<file path="config.mk">
export PLATFORM = sky130hd
export DESIGN_NAME = ofst_cell
export DESIGN_NICKNAME = d
export VERILOG_FILES = /design/src/sv/ofst_pkg.sv /design/src/sv/ofst_cell.sv
export SDC_FILE = /design/constraint.sdc
export NUM_CORES = 1
export LEC_CHECK = 0
export BUFFER_PORTS_ARGS = -buffer_cell sky130_fd_sc_hd__buf_2
export CAP_MARGIN = 25
export CORE_MARGIN = 2
export CORE_UTILIZATION = 60
export CTS_CLUSTER_SIZE = 30
export DETAILED_ROUTE_END_ITERATION = 8
export HOLD_SLACK_MARGIN = 0.06
export PLACE_DENSITY = 0.95
export SLEW_MARGIN = 20
export SYNTH_ARGS = -nofsm -noshare
export SYNTH_HDL_FRONTEND = slang
export SYNTH_SLANG_ARGS = --single-unit
</file>
<file path="constraint.sdc">
create_clock -name clk -period 19 [get_ports clk]
set_input_delay 2.85 -clock clk [delete_from_list [all_inputs] [get_ports clk]]
set_output_delay 2.85 -clock clk [all_outputs]
set_load 0.02 [all_outputs]
</file>
<file path="src/sv/ofst_pkg.sv">
// Shared types and codes for the order fill/status table.
// Used by ofst_cell and order_fill_status_table_unit.
`default_nettype none

package ofst_pkg;

    localparam logic [1:0] CMD_ADD    = 2'd0;
    localparam logic [1:0] CMD_CANCEL = 2'd1;
    localparam logic [1:0] CMD_FILL   = 2'd2;
    localparam logic [1:0] CMD_STATUS = 2'd3;

    localparam logic [1:0] ST_NEW      = 2'd0;
    localparam logic [1:0] ST_PART     = 2'd1;
    localparam logic [1:0] ST_FILLED   = 2'd2;
    localparam logic [1:0] ST_CANCELED = 2'd3;

    // Control part of an item traveling down the chain.
    typedef struct packed {
        logic       valid;
        logic [1:0] cmd;
        logic       done;      // some cell already handled the item
        logic       accepted;
        logic       found;
        logic [1:0] state;
    } ofst_ctl_t;

endpackage

`default_nettype wire

</file>
<file path="src/sv/ofst_cell.sv">
// One table entry plus one stage of the item chain.
// Depends on ofst_pkg.
`default_nettype none

module ofst_cell
    import ofst_pkg::*;
#(
    parameter int KEY_BITS = 32,
    parameter int QTY_BITS = 24
)
(
    input  wire logic                clk,
    input  wire logic                rst_n,
    input  wire logic                advance,
    input  wire ofst_ctl_t           ctl_in,
    input  wire logic [KEY_BITS-1:0] key_in,
    input  wire logic [QTY_BITS-1:0] qty_in,
    input  wire logic [QTY_BITS-1:0] granted_in,
    input  wire logic [QTY_BITS-1:0] total_in,
    output ofst_ctl_t                ctl_out,
    output logic [KEY_BITS-1:0]      key_out,
    output logic [QTY_BITS-1:0]      qty_out,
    output logic [QTY_BITS-1:0]      granted_out,
    output logic [QTY_BITS-1:0]      total_out
);

    logic                ent_valid_reg, ent_valid_next;
    logic [KEY_BITS-1:0] ent_key_reg, ent_key_next;
    logic [QTY_BITS-1:0] ent_size_reg, ent_size_next;
    logic [QTY_BITS-1:0] ent_filled_reg, ent_filled_next;
    logic [1:0]          ent_state_reg, ent_state_next;

    ofst_ctl_t           ctl_reg, ctl_next;
    logic [KEY_BITS-1:0] key_reg;
    logic [QTY_BITS-1:0] qty_reg;
    logic [QTY_BITS-1:0] granted_reg, granted_next;
    logic [QTY_BITS-1:0] total_reg, total_next;

    logic                live;
    logic                hit;
    logic                claim;
    logic [QTY_BITS-1:0] remain;
    logic [QTY_BITS-1:0] take;
    logic [QTY_BITS-1:0] sum;

    assign live   = ctl_in.valid && !ctl_in.done;
    assign hit    = live && ent_valid_reg && (key_in == ent_key_reg);
    // Entries fill in order, so the first empty cell seen means the key is absent.
    assign claim  = live && !ent_valid_reg && (ctl_in.cmd == CMD_ADD);
    assign remain = ent_size_reg - ent_filled_reg;
    assign take   = (qty_in < remain) ? qty_in : remain;
    assign sum    = ent_filled_reg + take;

    always_comb
    begin
        ent_valid_next  = ent_valid_reg;
        ent_key_next    = ent_key_reg;
        ent_size_next   = ent_size_reg;
        ent_filled_next = ent_filled_reg;
        ent_state_next  = ent_state_reg;
        ctl_next        = ctl_in;
        granted_next    = granted_in;
        total_next      = total_in;

        if (claim)
        begin
            ent_valid_next    = 1'b1;
            ent_key_next      = key_in;
            ent_size_next     = qty_in;
            ent_filled_next   = '0;
            ent_state_next    = ST_NEW;
            ctl_next.done     = 1'b1;
            ctl_next.accepted = 1'b1;
            ctl_next.found    = 1'b0;
            ctl_next.state    = ST_NEW;
            granted_next      = '0;
            total_next        = '0;
        end
        else if (hit)
        begin
            ctl_next.done  = 1'b1;
            ctl_next.found = 1'b1;
            unique case (ctl_in.cmd)
                CMD_ADD:
                begin
                    ent_size_next     = qty_in;
                    ent_filled_next   = '0;
                    ent_state_next    = ST_NEW;
                    ctl_next.accepted = 1'b1;
                end
                CMD_CANCEL:
                begin
                    if (ent_state_reg != ST_FILLED)
                    begin
                        ent_state_next    = ST_CANCELED;
                        ctl_next.accepted = 1'b1;
                    end
                end
                CMD_FILL:
                begin
                    if (ent_state_reg != ST_CANCELED && ent_state_reg != ST_FILLED)
                    begin
                        ent_filled_next   = sum;
                        ent_state_next    = (sum == ent_size_reg) ? ST_FILLED : ST_PART;
                        granted_next      = take;
                        ctl_next.accepted = 1'b1;
                    end
                end
                CMD_STATUS:
                begin
                    ctl_next.accepted = 1'b0;
                end
                default:
                begin
                    ctl_next.accepted = 1'b0;
                end
            endcase
            total_next     = ent_filled_next;
            ctl_next.state = ent_state_next;
        end
    end

    always_ff @(posedge clk or negedge rst_n)
    begin
        if (!rst_n)
        begin
            ent_valid_reg <= 1'b0;
            ctl_reg       <= '0;
        end
        else if (advance)
        begin
            ent_valid_reg <= ent_valid_next;
            ctl_reg       <= ctl_next;
        end
    end

    always_ff @(posedge clk)
    begin
        if (advance)
        begin
            ent_key_reg    <= ent_key_next;
            ent_size_reg   <= ent_size_next;
            ent_filled_reg <= ent_filled_next;
            ent_state_reg  <= ent_state_next;
            key_reg        <= key_in;
            qty_reg        <= qty_in;
            granted_reg    <= granted_next;
            total_reg      <= total_next;
        end
    end

    assign ctl_out     = ctl_reg;
    assign key_out     = key_reg;
    assign qty_out     = qty_reg;
    assign granted_out = granted_reg;
    assign total_out   = total_reg;

endmodule

`default_nettype wire

</file>
==> summary.txt <==
Outcome
  – Status: complete, no violations

Worst hold path
  – Hold Path Class: register to register
  – WHS Endpoint: ctl_out[5]
  – Critical hold path startpoint: ctl_out[5]
  – Worst hold path depth: 1

Logic synthesis
  – Yosys reg bits: 195
  – Synth Instances: roughly 1000
  – Top FF cell, synth: edfxtp_1
  – Yosys cell types: 74
  – Post-synth EDFFs: between 150 and 200
  – Post-synthesis sequential area ratio: about half
  – Yosys warns: 0
  – Synthesized net count: between 1000 and 1500
  – Synthesized area: between 10000 and 15000 sq um
  – Ys async rst share: under 10%
  – Mean Syn Cell Area: about 11 sq um

Route
  – Total wire length: 31000 microns
  – Routed len/inst: roughly 21 microns
  – Total number of vias: about 9000
  – Router iterations before antenna repair: 5
  – DR DRC count: 0
  – Antenna viol nets, final: 0
  – Drt via density: roughly 6.2
  – Initial DRC Count: 755

Die
  – DIE AREA: 20100 sq um
  – I/O Pins: 227
  – Initial Util: 61.1%
  – Core footprint: around 19000 sq um
  – Die width: roughly 140 microns
  – Num rows: 50
  – Chip height: roughly 140 microns

Clocking
  – Deepest clock path buffer count: 2
  – Post_cts resized: 0
  – Setup repair bufs after CTS: 0
  – Clock-pin slew on the worst setup and hold paths: ~0.080 ns
  – Clock root buffer master: clkbuf_16
  – Clk Latency, worst-skew pair: between 0.4 and 0.5 ns
  – Clock sinks: just under 200
  – Number of H-tree levels: 4
  – Hold-fix buffers, CTS: 0
  – CTS tree: built
  – Total CTS buffers: 17

Setup path
  – Critical Path Start Type: register
  – Critical path class: register to register
  – Reg2Reg Setup Slack: 10.36 ns
  – Top delay family on crit path: compound AO/OA/AOI/OAI gates
  – Crit-path max FO: ~50
  – Setup crit end kind: register
  – RR Endpoint: ent_state_reg[0]
  – Reg-to-reg critical path startpoint: ent_filled_reg[0]
  – Slowest stage cell, crit path: or4_1
  – Crit path buffers/inverters: 1
  – R2r worst-path depth: 33
  – Crit-path max cell delay: 0.49 ns
  – Most numerous cell on the critical path: o21ai_0
  – CP arrival: 8.80 ns
  – Req. time, crit path: around 19 ns

Timing
  – Final hold violations: 0
  – Pin slew with the least headroom to its limit: between 0.9 and 1 ns
  – # setup viols final: 0
  – Total negative slack: 0 ns
  – Post-Route Skew: 0.0105 ns
  – FMAX: about 0.12 GHz
  – Slew headroom: between 30% and 40%
  – Max Transition Viols Final: 0
  – Final period utilization: 45.5%
  – Final min period: roughly 8.6 ns
  – RSZ-0062 raised after global routing: false

Layout
  – Area Overhead vs Synth: 18.0%
  – Fraction of layout cells with a size suffix above 1: 24.0%
  – Net count, final: ~1400
  – Design Area, Final: 13400 sq um
  – Number of fill cells: 1277

GRT
  – Wire length of the first global-routing pass: 48000 microns
  – Number of global-route vias before repair: between 9000 and 10000
  – Total gr overflow: 0
  – Largest net degree at the start of global routing: 63
  – Antenna violations before repair: 3
  – Gr usage total: roughly 31%

Pwr
  – Pwr dens: between 80 and 90 nW/um^2
  – Maximum VDD drop: between 60 and 70 uV
  – LEAKAGE: about 5.7 nW

Place
  – Placer Congestion: approximately 0.93
  – HPWL after DPL: ~24000 microns
  – Placed inst area: 12800 sq um
  – I/O Buffers: between 200 and 250

Job
  – Max-cap violations: 0
## cells by family after synthesis
family          share of synthesized area (%)
xor+xnor                                 7.53
buf+inv                                  2.92
compound gates                           15.8
fa+ha+maj                                8.70
mux                                      2.23
simple gates                             11.8
flops                                    51.0
## power by group
group | total (W) | switching [W] | internal (W)
Clock | 0.000381 | 0.000179 | 0.000203
Sequential | 0.000502 | 0.00000745 | 0.000495
Combinational | 0.000232 | 0.000147 | 0.0000847
Total | 0.00111 | 0.000333 | 0.000782
## synthesized netlist by cell type, types with 7 or more instances
cell	number	area, sq um
xor2_1	34	298
a211o_1	7	61.3
xnor2_1	56	490
nor2b_1	7	43.8
nor4_1	8	50.1
nand2_1	66	248
nand2b_1	14	87.6
inv_1	52	195
buf_2	8	40.0
o22a_1	25	219
o21ai_0	55	275
a21oi_1	54	270
a211oi_1	12	90.1
nor3_1	15	75.1
nand3_1	14	70.1
ha_1	76	951
and3_1	8	50.1
mux2i_1	22	220
dfrtp_1	9	225
a22oi_1	20	150
a31oi_1	8	50.1
clkbuf_1	25	93.8
nand4_1	20	125
nor2_1	83	312
a21o_1	17	128
o211ai_1	11	82.6
edfxtp_1	186	5590
## worst max path at each step
stage,to,from,depth (start not counted)
3_3_place_gp,ent_state_reg[0],qty_in[21],22
3_5_place_dp,ent_state_reg[0],qty_in[21],22
5_1_grt,ent_state_reg[0],ent_filled_reg[1],31
6_report,ent_state_reg[0],ent_filled_reg[0],33
2_1_floorplan,ctl_out[1],qty_in[21],21
4_1_cts,ent_state_reg[0],ent_filled_reg[0],31
## layer usage
layer	up-vias	share of wire (%)	global-route usage, %
met4	2	2.6	10.8
li1	4228	-	-
met3	71	8.9	6.14
met5	-	0.042	0
met2	484	47	50.8
met1	4355	41	41.6
## stage by stage
stage	worst slack [ns]	hold WS, ns	utilization [%]	total power, W	instances
6_report	10.36	0.507	72.1	0.00111	1474
5_1_grt	9.86	0.532	72.1	0.00115	1473
4_1_cts	10.50	0.509	72.1	0.00111	1473
3_5_place_dp	10.24	0.492	68.7	0.000738	1441
3_3_place_gp	10.42	0.482	68.5	0.000732	1439
2_1_floorplan	11.03	0.491	-	0.000660	1004
## final cells by class
cell class	count	area (sq um)	area share (%)
clock buffers	17	425	3.17
well taps	234	293	2.18
diodes	1	2.50	0.0186
clock inverters	15	210	1.56
flip-flops and latches	195	5810	43.2
repair buffers	237	1230	9.16
inverters	52	195	1.45
multi-input cells	723	5270	39.2
## layout by cell type, fill, tap and decap left out, drive strengths merged, types with 8 or more instances in the layout
master,count
xor2,34
a21o,17
nand4,21
o21ai,59
nand2b,14
and3,8
dfrtp,9
nor3,16
edfxtp,186
a21oi,54
xnor2,56
a31oi,9
clkbuf,17
a22oi,20
buf,237
inv,57
ha,76
o211ai,11
o22a,26
nor2,83
mux2i,22
nand2,66
a211oi,13
nor4,10
nand3,14
(Power assumes the default switching activity.)
